**config.mk**
```make
export PLATFORM = sky130hd
export DESIGN_NAME = tcfa_seq
export DESIGN_NICKNAME = d
export VERILOG_FILES = /design/src/sv/tcfa_pkg.sv /design/src/sv/tcfa_seq.sv
export VERILOG_INCLUDE_DIRS = /design/src /design/src/sv
export SDC_FILE = /design/constraint.sdc
export NUM_CORES = 1
export LEC_CHECK = 0
export BUFFER_PORTS_ARGS = -buffer_cell sky130_fd_sc_hd__buf_2
export CAP_MARGIN = 25
export CELL_PAD_IN_SITES_DETAIL_PLACEMENT = 0
export CELL_PAD_IN_SITES_GLOBAL_PLACEMENT = 2
export CORE_MARGIN = 10
export CORE_UTILIZATION = 31
export DETAILED_ROUTE_END_ITERATION = 7
export GPL_TIMING_DRIVEN = 1
export PLACE_DENSITY_LB_ADDON = 0.1
export SLEW_MARGIN = 20
export SYNTH_ARGS = -nofsm -noshare
export SYNTH_HDL_FRONTEND = slang
export SYNTH_SLANG_ARGS = --single-unit
```
**constraint.sdc**
```tcl
create_clock -name i_clk -period 5.4 [get_ports i_clk]
set_input_delay 1.08 -clock i_clk [delete_from_list [all_inputs] [get_ports i_clk]]
set_output_delay 1.08 -clock i_clk [all_outputs]
set_load 0.01 [all_outputs]
```
**src/sv/two_channel_frame_averager_macros.svh**
```systemverilog
// ----------------------------------------------------------------------------
// Two-channel frame averager assertion macros
// Shared concurrent assertion forms, clocked and reset-qualified.
// ----------------------------------------------------------------------------
`ifndef TWO_CHANNEL_FRAME_AVERAGER_MACROS_SVH
`define TWO_CHANNEL_FRAME_AVERAGER_MACROS_SVH

// Same-cycle implication, disabled while reset is asserted.
`define TCFA_ASSERT_IMP(name, clk, rst_n, ante, cons, msg) \
    name: assert property (@(posedge clk) disable iff (!(rst_n)) (ante) |-> (cons)) \
        else $error(msg);

// Next-cycle implication, disabled while reset is asserted.
`define TCFA_ASSERT_NXT(name, clk, rst_n, ante, cons, msg) \
    name: assert property (@(posedge clk) disable iff (!(rst_n)) (ante) |=> (cons)) \
        else $error(msg);

`endif

```
**src/sv/tcfa_pkg.sv**
```systemverilog
// ----------------------------------------------------------------------------
// Frame averager package
// Widths, reset values, register codes and shared types.
// ----------------------------------------------------------------------------
`default_nettype none

package tcfa_pkg;

    localparam int DEF_FRAME_DEPTH  = 1024;
    localparam int DEF_SAMPLE_WIDTH = 24;

    localparam int AVG_W      = 9;
    localparam int LEN_W      = 11;
    localparam int ELEM_W     = 10;
    localparam int FRAMES_W   = 8;
    localparam int SUM_W      = 32;
    localparam int TOT_W      = SUM_W + 1;
    localparam int CFG_IDX_W  = 1;
    localparam int CFG_DATA_W = 11;
    localparam int NUM_LANES  = 2;
    localparam int DIV_STEP_BITS = 4;

    localparam logic [AVG_W-1:0] AVG_RESET = 9'd16;
    localparam logic [AVG_W-1:0] AVG_MAX   = 9'd256;
    localparam logic [LEN_W-1:0] LEN_RESET = 11'd1024;

    localparam int LANE_LEFT  = 0;
    localparam int LANE_RIGHT = 1;

    typedef enum logic [CFG_IDX_W-1:0] {
        CFG_AVG_COUNT,
        CFG_FRAME_LENGTH
    } t_cfg_reg;

    typedef struct packed {
        logic clearing;
        logic last_elem;
        logic last_frame;
    } t_seq_stat;

    typedef struct packed {
        logic [ELEM_W-1:0] elem_index;
        logic              last;
    } t_div_tag;

endpackage

`default_nettype wire

```
**src/sv/tcfa_seq.sv**
```systemverilog
// ----------------------------------------------------------------------------
// Frame averager sequencer
// Element position, frame count and the post-reset clearing pass.
// ----------------------------------------------------------------------------
`default_nettype none
`include "two_channel_frame_averager_macros.svh"

module tcfa_seq #(
    parameter  int FRAME_DEPTH = tcfa_pkg::DEF_FRAME_DEPTH,
    localparam int POS_W       = $clog2(FRAME_DEPTH)
) (
    input  logic                       i_clk,
    input  logic                       i_rst_n,
    input  logic                       i_accept,
    input  logic [tcfa_pkg::AVG_W-1:0] i_avg_count,
    input  logic [tcfa_pkg::LEN_W-1:0] i_frame_length,
    output tcfa_pkg::t_seq_stat        o_stat,
    output logic [POS_W-1:0]           o_pos,
    output logic [tcfa_pkg::AVG_W-1:0] o_divisor
);
    import tcfa_pkg::*;

    localparam int LW = (LEN_W > POS_W + 1) ? LEN_W : POS_W + 1;

    logic                r_clearing;
    logic [POS_W-1:0]    r_pos;
    logic [FRAMES_W-1:0] r_frames;

    logic [AVG_W-1:0] avg_eff;
    logic [LEN_W-1:0] len_nz;
    logic [LW-1:0]    len_eff;
    logic             last_elem;
    logic             last_frame;

    // Clamp the registers into their working ranges.
    always_comb begin
        if (i_avg_count == '0) begin
            avg_eff = AVG_W'(1);
        end else if (i_avg_count > AVG_MAX) begin
            avg_eff = AVG_MAX;
        end else begin
            avg_eff = i_avg_count;
        end
        len_nz     = (i_frame_length == '0) ? LEN_W'(1) : i_frame_length;
        len_eff    = (LW'(len_nz) > LW'(FRAME_DEPTH)) ? LW'(FRAME_DEPTH) : LW'(len_nz);
        last_elem  = LW'(r_pos) >= (len_eff - LW'(1));
        last_frame = AVG_W'(r_frames) >= (avg_eff - AVG_W'(1));
    end

    always_ff @(posedge i_clk) begin
        if (!i_rst_n) begin
            r_clearing <= 1'b1;
            r_pos      <= '0;
            r_frames   <= '0;
        end else if (r_clearing) begin
            if (r_pos == POS_W'(FRAME_DEPTH - 1)) begin
                r_clearing <= 1'b0;
                r_pos      <= '0;
            end else begin
                r_pos <= r_pos + POS_W'(1);
            end
        end else if (i_accept) begin
            if (last_elem) begin
                r_pos    <= '0;
                r_frames <= last_frame ? '0 : r_frames + FRAMES_W'(1);
            end else begin
                r_pos <= r_pos + POS_W'(1);
            end
        end
    end

    assign o_stat.clearing   = r_clearing;
    assign o_stat.last_elem  = last_elem;
    assign o_stat.last_frame = last_frame;
    assign o_pos             = r_pos;
    assign o_divisor         = avg_eff;

    `TCFA_ASSERT_IMP(a_no_accept_in_clear, i_clk, i_rst_n, r_clearing, !i_accept, "item accepted during clearing pass")
    `TCFA_ASSERT_IMP(a_clear_ends_home, i_clk, i_rst_n, $fell(r_clearing), (r_pos == '0) && (r_frames == '0), "counters not home after clearing pass")
    `TCFA_ASSERT_NXT(a_frame_wraps, i_clk, i_rst_n, !r_clearing && i_accept && last_elem, r_pos == '0, "position did not wrap after last element")

endmodule

`default_nettype wire

```
# Word-level counts from Yosys, hierarchy flattened
# Index checks and enable logic that the tools add are counted.
dict set report word_totals {
  mem_count 0
  ram_bits 0
  out_inout_bits 22
  ff_bits 19
  mem_bits_ro 0
  inputBits 23
  latch_bits 0
}
dict set report classes {
  addsub 4
  order_cmp 4
  multipliers 0
  n_div 0
  n_bitwise 1
  n_mux 11
  n_reduce_logical 4
  eq_ne 1
  shifts 0
}
# cell n
set ops {}
lappend ops {{2-to-1 mux 10 bit} 4}
lappend ops {{2-to-1 mux 11 bit} 2}
lappend ops {{2-to-1 mux 9 bit} 2}
lappend ops {{greater-or-equal comparator 10 x 11 -> 1 bit} 1}
lappend ops {{> comparator 11 bit, second input constant} 1}
lappend ops {{zero test 11 bit} 1}
lappend ops {{subtractor 11 x 1 -> 11 bit, second input constant} 1}
lappend ops {{adder 10 x 1 -> 10 bit, second input constant} 1}
lappend ops {{== test 10 bit, second input constant} 1}
lappend ops {{greater-or-equal comparator 8 x 9 -> 1 bit} 1}
lappend ops {{> comparator 9 bit, second input constant} 1}
lappend ops {{zero test 9 bit} 1}
lappend ops {{subtractor 9 x 1 -> 9 bit, second input constant} 1}
lappend ops {{adder 8 x 1 -> 8 bit, second input constant} 1}
lappend ops {{2-to-1 mux 8 bit} 1}
lappend ops {{AND reduction 3 bit} 1}
lappend ops {{2-to-1 mux 1 bit} 2}
lappend ops {{nonzero test 2 bit} 1}
lappend ops {{NOT 1 bit} 1}

# Depth between registers and ports, before layout
dict set report logic_depth {
  word_depth 9
  depth_mapped 17
  ltp_nobuf 14
}

# Worst setup path after synthesis
# Ideal clock, no wire load.
dict set report synth_path {
  path_type {input port to output port}
  from {input i_avg_count[0] (netlist name)}
  to {output o_stat[0] (netlist name)}
  path_slack_ps 512
  cell_stages 12
  n_path_buf 1
  arrival_ps 3808
  cell_sequence {or3_1 > nor2_1 > a21oi_1 > or2_2 > ha_1 > or3b_2 > xor2_1 > ha_1 > a21o_1 > a2111oi_0 > a21oi_2 > buf_4}
}
dict set report synth_via {
  elab_chain_len 5
  elab_cells_between_ends 6
  cone_classes {add/sub (1); order compare (2); mux (2); reduce/logical (1)}
}
# item line_no
set synth_rtl {}
lappend synth_rtl {{start, declared} tcfa_seq.sv:15} ;# input logic [tcfa_pkg::AVG_W-1:0] i_avg_count,
lappend synth_rtl {{> comparator 9 bit} tcfa_seq.sv:39} ;# end else if (i_avg_count > AVG_MAX) begin
lappend synth_rtl {{2-to-1 mux 9 bit} tcfa_seq.sv:39}
lappend synth_rtl {{2-to-1 mux 9 bit (*)} tcfa_seq.sv:37} ;# if (i_avg_count == '0) begin
lappend synth_rtl {{subtractor 9 x 1 -> 9 bit (*)} tcfa_seq.sv:47} ;# last_frame = AVG_W'(r_frames) >= (avg_eff - AVG_W'(1));
lappend synth_rtl {{greater-or-equal comparator 8 x 9 -> 1 bit (*)} tcfa_seq.sv:47}
lappend synth_rtl {{end, declared} tcfa_seq.sv:17} ;# output tcfa_pkg::t_seq_stat o_stat,
# Every way passes the cells marked *; elsewhere a longest branch is shown, timed or not.

==> impl_metrics.csv <==
group,metric,value,unit
route,vias,1773,
sta,fin_crit_sh,0.930,
logic_synthesis,synth_edf_count,0,
logic_synthesis,yosysMostFrequentCell,"nor2_1",
route,drc,0,
sta,tightest_slew,0.498,ns
clocking,h-tree-depth,1,
clocking,insertion_delay,0.26,ns
floorplan,die_height,97.9,um
floorplan,dieArea,0.00958,sq mm
route,routed_wirelength,5190,um
worst_setup_path,critical_path_class,"in2out",
route,vias_per_cell,5.04,
logic_synthesis,yosysSeqAreaShare,0.202,
placement,placed_cells,348,
logic_synthesis,synth_cell_type_count,54,
logic_synthesis,yosys.area.top_type_share,0.202,
logic_synthesis,ys_ff_latch,19,
clocking,cts_tree,"done",
sta,post-route-min-period,5.02,ns
clocking,clkTransAtPathRegs,0.07,ns
route,firstDrtPassIters,4,
route,drtIter0Drc,50,
worst_setup_path,path_cells,"buf_2 > or3_1 > nor2_1 > a21oi_1 > or2_2 > ha_1 > or3b_2 > xor2_1 > ha_1 > a21o_1 > a2111oi_0 > a21oi_2 > buf_2",
floorplan,pin_count,45,
power,power.density,147,mW/mm^2
logic_synthesis,ys_async_sr_fraction,0,
clocking,cts_root_buf,"clkbuf_8",
placement,place_congestion,0.751,
clocking,postCtsHoldBufs,0,
run,cap_violations,0,
sta,maxSlewHeadroom,0.660,
worst_setup_path,crit_path_end_kind,"output pin",
worst_setup_path,critPathArrivalTime,3.94,ns
global_routing,track_usage,0.105,
power,peakVddDrop,0.112,mV
logic_synthesis,ys_warn_count,0,
status,status,"finished clean",
sta,fin_setup_tns,0,ns
final_layout,antenna_cells,0,
clocking,cts_resized,0,
global_routing,grt_pass1_wl,8680,um
floorplan,start_util,0.317,
logic_synthesis,synth_commonest_cells,"26 x nor2_1, 22 x ha_1, 19 x dfxtp_1, 13 x nand2_1",
global_routing,antenna_found_initial,0,
clocking,clock_sinks,19,
final_layout,nets,323,
floorplan,fp.dieW,97.9,um
logic_synthesis,yosysTopAreaCell,"dfxtp_1",
sta,finalSetupViolCount,0,
logic_synthesis,synth_area,0.00188,sq mm
logic_synthesis,syn_avg_cell_area,8.14,sq um
logic_synthesis,synth-main-ff-cell,"dfxtp_1",
final_layout,syn2layout_area_growth,18.9,%
clocking,clockBufferDepth,2,
sta,drv_slew,0,
worst_setup_path,crit_slowest_cell,"a2111oi_0",
worst_setup_path,crit_path_start_kind,"input pin",
final_layout,layout.cells.non_filler,352,
logic_synthesis,synth_nets,276,
worst_setup_path,path_max_fanout,4,
worst_setup_path,cp_num_buf_inv,2,
worst_setup_path,crit_family,"simple AND/OR/NAND/NOR gates",
route,ant_nets,0,
placement,hpwl,4200,um
clocking,cts_made_buffers,3,
final_layout,drive_above_1_share,0.267,
hold_path,hold_path.class,"reg2reg",
sta,rsz0062_at_grt,"false",
global_routing,grt_pass1_vias,1756,
worst_setup_path,slowest_delay,0.51,ns
sta,fmax,0.199,GHz
sta,hold_violations,0,
floorplan,rows,28,
floorplan,core,0.00592,sq mm
logic_synthesis,synth.top_cells.by_area,"dfxtp_1 20%, ha_1 15%, nor2_1 5.2%, nor2b_1 3.3%, a221oi_1 3.3%",
global_routing,grt_max_degree,20,
logic_synthesis,syn_inst,231,
clocking,cts_setup_buffers,0,
worst_setup_path,required,4.32,ns
power,p_leak,0.940,nW
placement,portBuffers,44,
route,avgRoutedWirePerCell,14.7,um
global_routing,overflow,0,
sta,fin_skew,0.000684,ns
[layout by cell type (no fill, tap or decap), types with 2 or more instances in the layout]
cell type	n
a31oi_1	4
or3_1	7
nor2b_1	10
a21oi_1	9
inv_1	8
nand3_1	5
xnor2_1	7
nand2_1	13
nand4_1	5
xor2_1	6
or4_1	2
nor2_1	26
ha_1	22
clkbuf_8	3
or2_2	2
buf_4	7
o21ai_1	6
o21a_1	2
nand3_4	2
nor3_1	10
dfxtp_1	19
a221oi_1	6
o31ai_1	4
and3_2	2
buf_2	44
nand2b_1	3
a211oi_1	4
a21o_1	3
a221oi_2	2
o21ai_0	9
[worst min-delay path: stages (launching register included)]
cell and delay (ns):
dfxtp_1 0.33, o31ai_1 0.07, a221oi_1 0.06
[path summary, 6_finish.rpt]
kind / slack [ns] / cells after the start / from / endpoint
min reg2reg: 0.51 / 2 / r_frames[7] / r_frames[7]
max: 0.38 / 13 / i_avg_count[0] / o_stat[0]
min: 0.51 / 2 / r_frames[7] / r_frames[7]
max reg2reg: 3.12 / 7 / o_pos[2] / r_frames[5]
[cells by family after synthesis]
| logic type | Yosys count | share of synthesized area |
|---|---|---|
| fa+ha+maj | 22 | 0.146 |
| compound gates | 61 | 0.234 |
| xor+xnor | 13 | 0.0606 |
| flops | 19 | 0.202 |
| simple gates | 97 | 0.300 |
| buf+inv | 19 | 0.0566 |
[state kept, by name, indices dropped and copies added (netlist names)]
name / count
r_frames: 8
r_clearing: 1
o_pos: 10
[layout make-up]
type	count	area, sq um
timing repair buffer	51	273
fill	651	3690
clock buffer	3	41.3
inverter	10	42.5
tap	75	93.8
sequential	19	380
clock inverter	1	5.00
multi-input combinational	193	1400
[through the flow]
stage	hold slack [ns]	power, mW	setup slack (ns)	area, sq um	utilization
final	0.513	0.329	0.380	2230	0.377
after global routing	0.569	0.351	0.0229	2230	0.377
after CTS	0.516	0.334	0.351	2230	0.377
after detailed placement	0.505	0.231	0.354	2190	0.370
after global placement	0.502	0.232	0.381	2190	0.370
after floorplan	0.473	0.198	0.512	1880	-
[metal layers]
metal  vias to the layer above  GRT usage  wire length (um)
met1                       787      0.154              2840
met5                         -          0                 0
met4                         0     0.0268                37
met3                         4     0.0169               134
li1                        956          -                 -
met2                        26      0.153              2180
[power by group]
part           total [mW]  internal, mW  switching, mW
Sequential          0.145         0.142        0.00304
Combinational      0.0825        0.0354         0.0472
Clock               0.101        0.0513         0.0501
Power figures use the tool's default switching activity.
