[config.mk]
export PLATFORM = sky130hd
export DESIGN_NAME = tcfa_div
export DESIGN_NICKNAME = d
export VERILOG_FILES = /design/src/sv/two_channel_frame_averager_macros.svh /design/src/sv/tcfa_pkg.sv /design/src/sv/tcfa_div.sv
export SDC_FILE = /design/constraint.sdc
export NUM_CORES = 2
export LEC_CHECK = 0
export BUFFER_PORTS_ARGS = -buffer_cell sky130_fd_sc_hd__buf_2
export CORE_ASPECT_RATIO = 1.4
export CORE_UTILIZATION = 25
export DETAILED_ROUTE_END_ITERATION = 8
export HOLD_SLACK_MARGIN = 0.02
export SYNTH_ARGS = -nofsm -noshare
export SYNTH_HDL_FRONTEND = slang
export SYNTH_SLANG_ARGS = --single-unit
[constraint.sdc]
create_clock -name i_clk -period 10.7 [get_ports i_clk]
set_input_delay 0 -clock i_clk [delete_from_list [all_inputs] [get_ports i_clk]]
set_output_delay 0 -clock i_clk [all_outputs]
set_load 0.05 [all_outputs]
[src/sv/two_channel_frame_averager_macros.svh]
// ----------------------------------------------------------------------------
// Two-channel frame averager assertion macros
// Shared concurrent assertion forms, clocked and reset-qualified.
// ----------------------------------------------------------------------------
`ifndef TWO_CHANNEL_FRAME_AVERAGER_MACROS_SVH
`define TWO_CHANNEL_FRAME_AVERAGER_MACROS_SVH

// Same-cycle implication, disabled while reset is asserted.
`define TCFA_ASSERT_IMP(name, clk, rst_n, ante, cons, msg) \
    name: assert property (@(posedge clk) disable iff (!(rst_n)) (ante) |-> (cons)) \
        else $error(msg);

// Next-cycle implication, disabled while reset is asserted.
`define TCFA_ASSERT_NXT(name, clk, rst_n, ante, cons, msg) \
    name: assert property (@(posedge clk) disable iff (!(rst_n)) (ante) |=> (cons)) \
        else $error(msg);

`endif

[src/sv/tcfa_pkg.sv]
// ----------------------------------------------------------------------------
// Frame averager package
// Widths, reset values, register codes and shared types.
// ----------------------------------------------------------------------------
`default_nettype none

package tcfa_pkg;

    localparam int DEF_FRAME_DEPTH  = 1024;
    localparam int DEF_SAMPLE_WIDTH = 24;

    localparam int AVG_W      = 9;
    localparam int LEN_W      = 11;
    localparam int ELEM_W     = 10;
    localparam int FRAMES_W   = 8;
    localparam int SUM_W      = 32;
    localparam int TOT_W      = SUM_W + 1;
    localparam int CFG_IDX_W  = 1;
    localparam int CFG_DATA_W = 11;
    localparam int NUM_LANES  = 2;
    localparam int DIV_STEP_BITS = 4;

    localparam logic [AVG_W-1:0] AVG_RESET = 9'd16;
    localparam logic [AVG_W-1:0] AVG_MAX   = 9'd256;
    localparam logic [LEN_W-1:0] LEN_RESET = 11'd1024;

    localparam int LANE_LEFT  = 0;
    localparam int LANE_RIGHT = 1;

    typedef enum logic [CFG_IDX_W-1:0] {
        CFG_AVG_COUNT,
        CFG_FRAME_LENGTH
    } t_cfg_reg;

    typedef struct packed {
        logic clearing;
        logic last_elem;
        logic last_frame;
    } t_seq_stat;

    typedef struct packed {
        logic [ELEM_W-1:0] elem_index;
        logic              last;
    } t_div_tag;

endpackage

`default_nettype wire

[src/sv/tcfa_div.sv]
// ----------------------------------------------------------------------------
// Frame averager divider
// Pipelined signed divide by the frame count, both channels, with saturation.
// ----------------------------------------------------------------------------
`default_nettype none

module tcfa_div #(
    parameter int SAMPLE_WIDTH = tcfa_pkg::DEF_SAMPLE_WIDTH,
    parameter int STEP_BITS    = tcfa_pkg::DIV_STEP_BITS
) (
    input  logic                          i_clk,
    input  logic                          i_rst_n,
    input  logic                          i_en,
    input  logic                          i_valid,
    input  tcfa_pkg::t_div_tag            i_tag,
    input  logic [tcfa_pkg::TOT_W-1:0]    i_total   [tcfa_pkg::NUM_LANES],
    input  logic [tcfa_pkg::AVG_W-1:0]    i_divisor,
    output logic                          o_valid,
    output tcfa_pkg::t_div_tag            o_tag,
    output logic [SAMPLE_WIDTH-1:0]       o_average [tcfa_pkg::NUM_LANES]
);
    import tcfa_pkg::*;

    localparam int STAGES = (TOT_W + STEP_BITS - 1) / STEP_BITS;
    localparam int QW     = STAGES * STEP_BITS;
    localparam int REM_W  = AVG_W;
    localparam logic [QW-1:0] SAT_NEG_MAG = QW'(1) << (SAMPLE_WIDTH - 1);
    localparam logic [QW-1:0] SAT_POS     = SAT_NEG_MAG - QW'(1);

    logic             r_valid [STAGES+1];
    t_div_tag         r_tag   [STAGES+1];
    logic             r_neg   [NUM_LANES][STAGES+1];
    logic [REM_W-1:0] r_rem   [NUM_LANES][STAGES+1];
    logic [QW-1:0]    r_quo   [NUM_LANES][STAGES+1];

    // Entry stage: split the total into sign and magnitude.
    always_ff @(posedge i_clk) begin
        if (!i_rst_n) begin
            r_valid[0] <= 1'b0;
        end else if (i_en) begin
            r_valid[0] <= i_valid;
        end
    end

    always_ff @(posedge i_clk) begin
        if (i_en) begin
            r_tag[0] <= i_tag;
        end
    end

    for (genvar l = 0; l < NUM_LANES; l++) begin : g_entry
        logic [TOT_W-1:0] mag;

        assign mag = i_total[l][TOT_W-1] ? (TOT_W'(0) - i_total[l]) : i_total[l];

        always_ff @(posedge i_clk) begin
            if (i_en) begin
                r_neg[l][0] <= i_total[l][TOT_W-1];
                r_rem[l][0] <= '0;
                r_quo[l][0] <= QW'(mag);
            end
        end
    end

    // Restoring stages: STEP_BITS quotient bits per stage.
    for (genvar k = 1; k <= STAGES; k++) begin : g_stage
        always_ff @(posedge i_clk) begin
            if (!i_rst_n) begin
                r_valid[k] <= 1'b0;
            end else if (i_en) begin
                r_valid[k] <= r_valid[k-1];
            end
        end

        always_ff @(posedge i_clk) begin
            if (i_en) begin
                r_tag[k] <= r_tag[k-1];
            end
        end

        for (genvar l = 0; l < NUM_LANES; l++) begin : g_lane
            logic [REM_W-1:0] rem_v;
            logic [QW-1:0]    quo_v;
            logic [REM_W:0]   trial;

            always_comb begin
                rem_v = r_rem[l][k-1];
                quo_v = r_quo[l][k-1];
                trial = '0;
                for (int b = 0; b < STEP_BITS; b++) begin
                    trial = {rem_v, quo_v[QW-1]};
                    quo_v = quo_v << 1;
                    if (trial >= {1'b0, i_divisor}) begin
                        rem_v    = REM_W'(trial - {1'b0, i_divisor});
                        quo_v[0] = 1'b1;
                    end else begin
                        rem_v = REM_W'(trial);
                    end
                end
            end

            always_ff @(posedge i_clk) begin
                if (i_en) begin
                    r_neg[l][k] <= r_neg[l][k-1];
                    r_rem[l][k] <= rem_v;
                    r_quo[l][k] <= quo_v;
                end
            end
        end
    end

    // Reapply the sign and clip to the sample range.
    for (genvar l = 0; l < NUM_LANES; l++) begin : g_sat
        logic [QW-1:0] q;

        assign q = r_quo[l][STAGES];

        always_comb begin
            if (r_neg[l][STAGES]) begin
                if (q > SAT_NEG_MAG) begin
                    o_average[l] = {1'b1, {(SAMPLE_WIDTH-1){1'b0}}};
                end else begin
                    o_average[l] = SAMPLE_WIDTH'(QW'(0) - q);
                end
            end else begin
                if (q > SAT_POS) begin
                    o_average[l] = {1'b0, {(SAMPLE_WIDTH-1){1'b1}}};
                end else begin
                    o_average[l] = SAMPLE_WIDTH'(q);
                end
            end
        end
    end

    assign o_valid = r_valid[STAGES];
    assign o_tag   = r_tag[STAGES];

endmodule

`default_nettype wire

# Word-level counts from Yosys, hierarchy flattened
# Memories as Yosys holds them, arrays and structs flattened.
# Cells that the tools add are included.
dict set report word_totals {
  register_bits 0
  latch_bits 0
  ram_bits 1016
  mem_bits_ro 0
  input_bits 90
  out_inout_bits 60
  n_memories 5
}
# name words word_bits read_ports rd_ports_with_merged_regs write_ports line
set memory_table {}
lappend memory_table {r_quo 2 357 2 0 2 tcfa_div.sv:34} ;# logic [QW-1:0] r_quo [NUM_LANES][STAGES+1];
lappend memory_table {r_rem 2 81 2 0 2 tcfa_div.sv:33} ;# logic [REM_W-1:0] r_rem [NUM_LANES][STAGES+1];
lappend memory_table {r_tag 10 11 10 0 10 tcfa_div.sv:31} ;# t_div_tag r_tag [STAGES+1];
lappend memory_table {r_neg 2 10 2 0 2 tcfa_div.sv:32} ;# logic r_neg [NUM_LANES][STAGES+1];
lappend memory_table {r_valid 10 1 10 0 10 tcfa_div.sv:30} ;# logic r_valid [STAGES+1];
dict set report classes {
  add_sub_neg 76
  multipliers 0
  n_div 0
  order_cmp 76
  n_eq_ne 0
  n_shift 0
  muxes 167
  bitwise_logic 10
  reduce_logical 0
}
# operator n
set op_table {}
lappend op_table {{$ge 10x9->1} 70}
lappend op_table {{$mux 9} 72}
lappend op_table {{$sub 9x9->9} 70}
lappend op_table {{$mux 24} 6}
lappend op_table {{$mux 1} 87}
lappend op_table {{$gt 36x23->1 const B} 2}
lappend op_table {{$gt 36x24->1 const B} 2}
lappend op_table {{$mux 33} 2}
lappend op_table {{$sub 1x33->33 const A} 2}
lappend op_table {{$sub 1x24->24 const A} 2}
lappend op_table {{$ge 10x9->1 const A} 2}
lappend op_table {{$sub 9x9->9 const A} 2}
lappend op_table {{$or 1x1->1} 10}

# Longest topological paths before layout
# An unclocked memory read counts as a cell.
dict set report logic_depth {
  ltp_word 9
  mapped_depth 44
  depth_no_buf 40
}

# Worst setup path after synthesis
# No wires, ideal clock.
dict set report synth_path {
  path_kind {input -> register}
  startpoint {input port i_divisor[1] (netlist bit)}
  endpoint {memory r_rem[0][37] (netlist bit) (data pin)}
  setup_time_ps 260
  arrival_time_ps 10789
  required_ps 10440
  setup_slack_ps -349
  cell_stages 35
  path_buffers 4
  cell_sequence {inv_1 -> fa_1 -> a211oi_1 -> o211ai_1 -> a31oi_1 -> clkbuf_1 -> inv_1 -> mux2_2 -> ha_1 -> nand4_1 -> a211oi_1 -> or4_1 -> a221oi_1 -> clkbuf_1 -> mux2i_1 -> ha_1 -> nor2b_1 -> o21ai_0 -> a21oi_1 -> a211oi_1 -> a21boi_0 -> a2111oi_4 -> clkbuf_1 -> o21ai_0 -> fa_1 -> a21o_1 -> a21oi_1 -> nor2_1 -> nor2_1 -> nand2_1 -> o21bai_1 -> a21oi_1 -> o211a_1 -> buf_2 -> mux2_2}
}
# element line
set synth_rtl {}
lappend synth_rtl {{from (decl)} tcfa_div.sv:17} ;# input logic [tcfa_pkg::AVG_W-1:0] i_divisor,
lappend synth_rtl {{to (decl)} tcfa_div.sv:33}

==> impl_metrics.yaml <==
clocking:
  cts_tree: "done"
  max-clock-path-buffers: 3
  cts_hold_buf: 150
  cts_max_level: 3
  numClockSinks: 971
  cts_root_buf: "clkbuf_16"
  clk_pin_slew_worst_paths_ns: 0.06
  clkLatencyLatePin_ns: 0.75
  cts_made_buffers: 100
  cts_setup_buffers: 0
  ctsResizeCount: 0
global_route:
  grt_pass1_vias: 45000
  antenna_found_initial: 11
  grt_max_degree: 190
  overflow: 0
  grt_usage_pct: 12.0
  grt_pass1_wl_mm: 242
critical_path:
  rrSetupSlack_ns: 1.17
  crit_arrival_ns: 10.00
  crit_type: "register to register"
  critPathMaxStageDelay_ns: 0.56
  critPathMaxFanout: 16
  worstPathRequired_ns: 11.16
  reg2regPathDepth: 37
  start_kind: "register"
  critPathMostFrequentCell: "o21ai_0"
  cp_slowest_cell: "o21ai_0"
  critPathCaptureType: "register"
timing:
  rsz0062_at_grt: "false"
  final.period_utilization_pct: 89.1
  worst_pin_slew_ns: 1.14
  skew_ns: 0.0651
  slew_violations: 0
  fin_tns_setup_ns: 0
  fin_crit_ns: 9.53
  max-slew-margin-rel_pct: 23.6
  fmaxAchievable_mhz: 105
  setup_viol: 0
  hold_viol: 0
final_layout:
  drive_gt1_share_pct: 12.4
  fill_cells: 25200
  post-route-cell-area_um2: 72800
  nets: 6679
  area_delta_synth_final_pct: 16.1
floorplan:
  die_h_um: 595
  io_pins: 150
  core_um2: 250000
  die_x_um: 425
  die-area_um2: 253000
  rows: 217
  start_util_pct: 25.1
place:
  hpwl_mm: 114
  gp_congestion: 0.866
  place_area_um2: 68000
  portBuffers: 149
synth:
  synthArstFlopShare_pct: 0
  yosys.area.top_type_share_pct: 46.5
  synth_largest_area_cell: "edfxtp_1"
  syn_inst: 5524
  synthFlopType: "edfxtp_1"
  syn-cell-area_um2: 62700
  syn_nets: 6286
  avgSynthCellArea_um2: 11.4
  synth-seq-cells: 971
  seq_area_frac_synth_pct: 46.5
  synth_enable_flop_cells: 970
  yosysWarnings: 0
  ys_top_cells_by_area: "edfxtp_1 46%, ha_1 12%, mux2_2 4.8%"
  yosysUniqueCellTypes: 103
detailed_routing:
  drtAntennaViolNets: 0
  drt_iter0_markers: 2645
  wl_per_cell_um: 16.7
  num_vias: 44000
  vias_per_cell: 4.74
  wl_mm: 155
  drc: 0
  firstDrtPassIters: 6
flow_run:
  max-cap-violations: 0
worst_hold_path:
  hp-class: "input port to register"
  worstHoldPathCells: 3
outcome:
  status: "finished clean"
[cells in the mapped netlist, types with 103 or more instances]
cell type / instances
ha_1: 608
edfxtp_1: 970
nor2b_1: 103
a21oi_1: 383
nor2_1: 361
mux2_2: 265
xor2_1: 158
inv_1: 331
nand2_1: 312
o21ai_0: 351
a21o_1: 150
xnor2_1: 295
[area by class of cell]
| class | instances | area, um^2 | area share [%] |
|---|---|---|---|
| Antenna cell | 2 | 5.00 | 0.00687 |
| Clock inverter | 67 | 778 | 1.07 |
| Timing Repair Buffer | 376 | 2990 | 4.10 |
| Inverter | 345 | 1300 | 1.78 |
| Sequential cell | 971 | 29100 | 40.0 |
| Multi-Input combinational cell | 4123 | 31900 | 43.8 |
| Tap cell | 3285 | 4110 | 5.64 |
| Clock buffer | 122 | 2580 | 3.55 |
[stage by stage]
step | util (%) | std cells | setup WS, ns | hold WS [ns]
floorplan | - | 5524 | 0.0481 | 0.0989
global placement | 27.2 | 8950 | 0.737 | 0.177
detailed placement | 27.2 | 8950 | 0.733 | 0.179
CTS | 29.2 | 9289 | 1.09 | 0.0514
global route | 29.2 | 9290 | 0.405 | 0.118
finish | 29.2 | 9291 | 1.17 | 0.136
[cell usage in the layout (no fill, tap or decap), types with 158 or more instances in the layout]
cell and count:
mux2_2 265, a21oi_1 383, ha_1 608, edfxtp_1 970, xnor2_1 295, nor2_1 361
xor2_1 158, nand2_1 312, inv_1 323, o21ai_0 351
[per-layer routing]
metal | up-vias | share of wire [%] | track usage [%]
met3 | 329 | 3.6 | 1.59
met4 | 10 | 4.0 | 5.18
met5 | - | 0.043 | 0
li1 | 21600 | - | -
met2 | 876 | 49 | 21.0
met1 | 21200 | 43 | 14.4
[sequential cells by signal (all words and copies together) (netlist names)]
| name | count |
|---|---|
| r_tag | 110 |
| r_valid | 10 |
| r_rem | 144 |
| r_quo | 687 |
| r_neg | 20 |
[path summary, 6_finish.rpt]
check / startpoint / end
min: i_valid / r_valid[0][0]
min reg2reg: r_quo[0][350] / r_quo[0][318]
max reg2reg: r_quo[0][251] / r_rem[0][52]
max: r_quo[0][251] / r_rem[0][52]
[cell families (layout without fill, tap and decap cells)]
kind of cell             after synthesis  count (layout)  synth area share, %
AND/OR/NAND/NOR                     1291            1291                 10.1
other                                  0               2                    0
flip-flops                           971             971                 46.5
multiplexers                         351             351                 6.20
XOR/XNOR                             453             453                 6.33
buffers and inverters                430             910                 2.64
adder cells (fa/ha/maj)              672             672                 14.2
AO/OA/AOI/OAI                       1356            1356                 14.0
[worst max-delay path: cells and delay by family, from the launching register on]
| family | cells | cell delay, ns |
|---|---|---|
| AO/OA/AOI/OAI | 17 | 4.54 |
| adder cells (fa/ha/maj) | 5 | 1.77 |
| buffers and inverters | 5 | 0.64 |
| flip-flops | 1 | 0.39 |
| multiplexers | 1 | 0.26 |
| AND/OR/NAND/NOR | 9 | 1.74 |
Power is not shown: default switching activity piles up to over one toggle a cycle in this logic, so the estimate is an artifact.
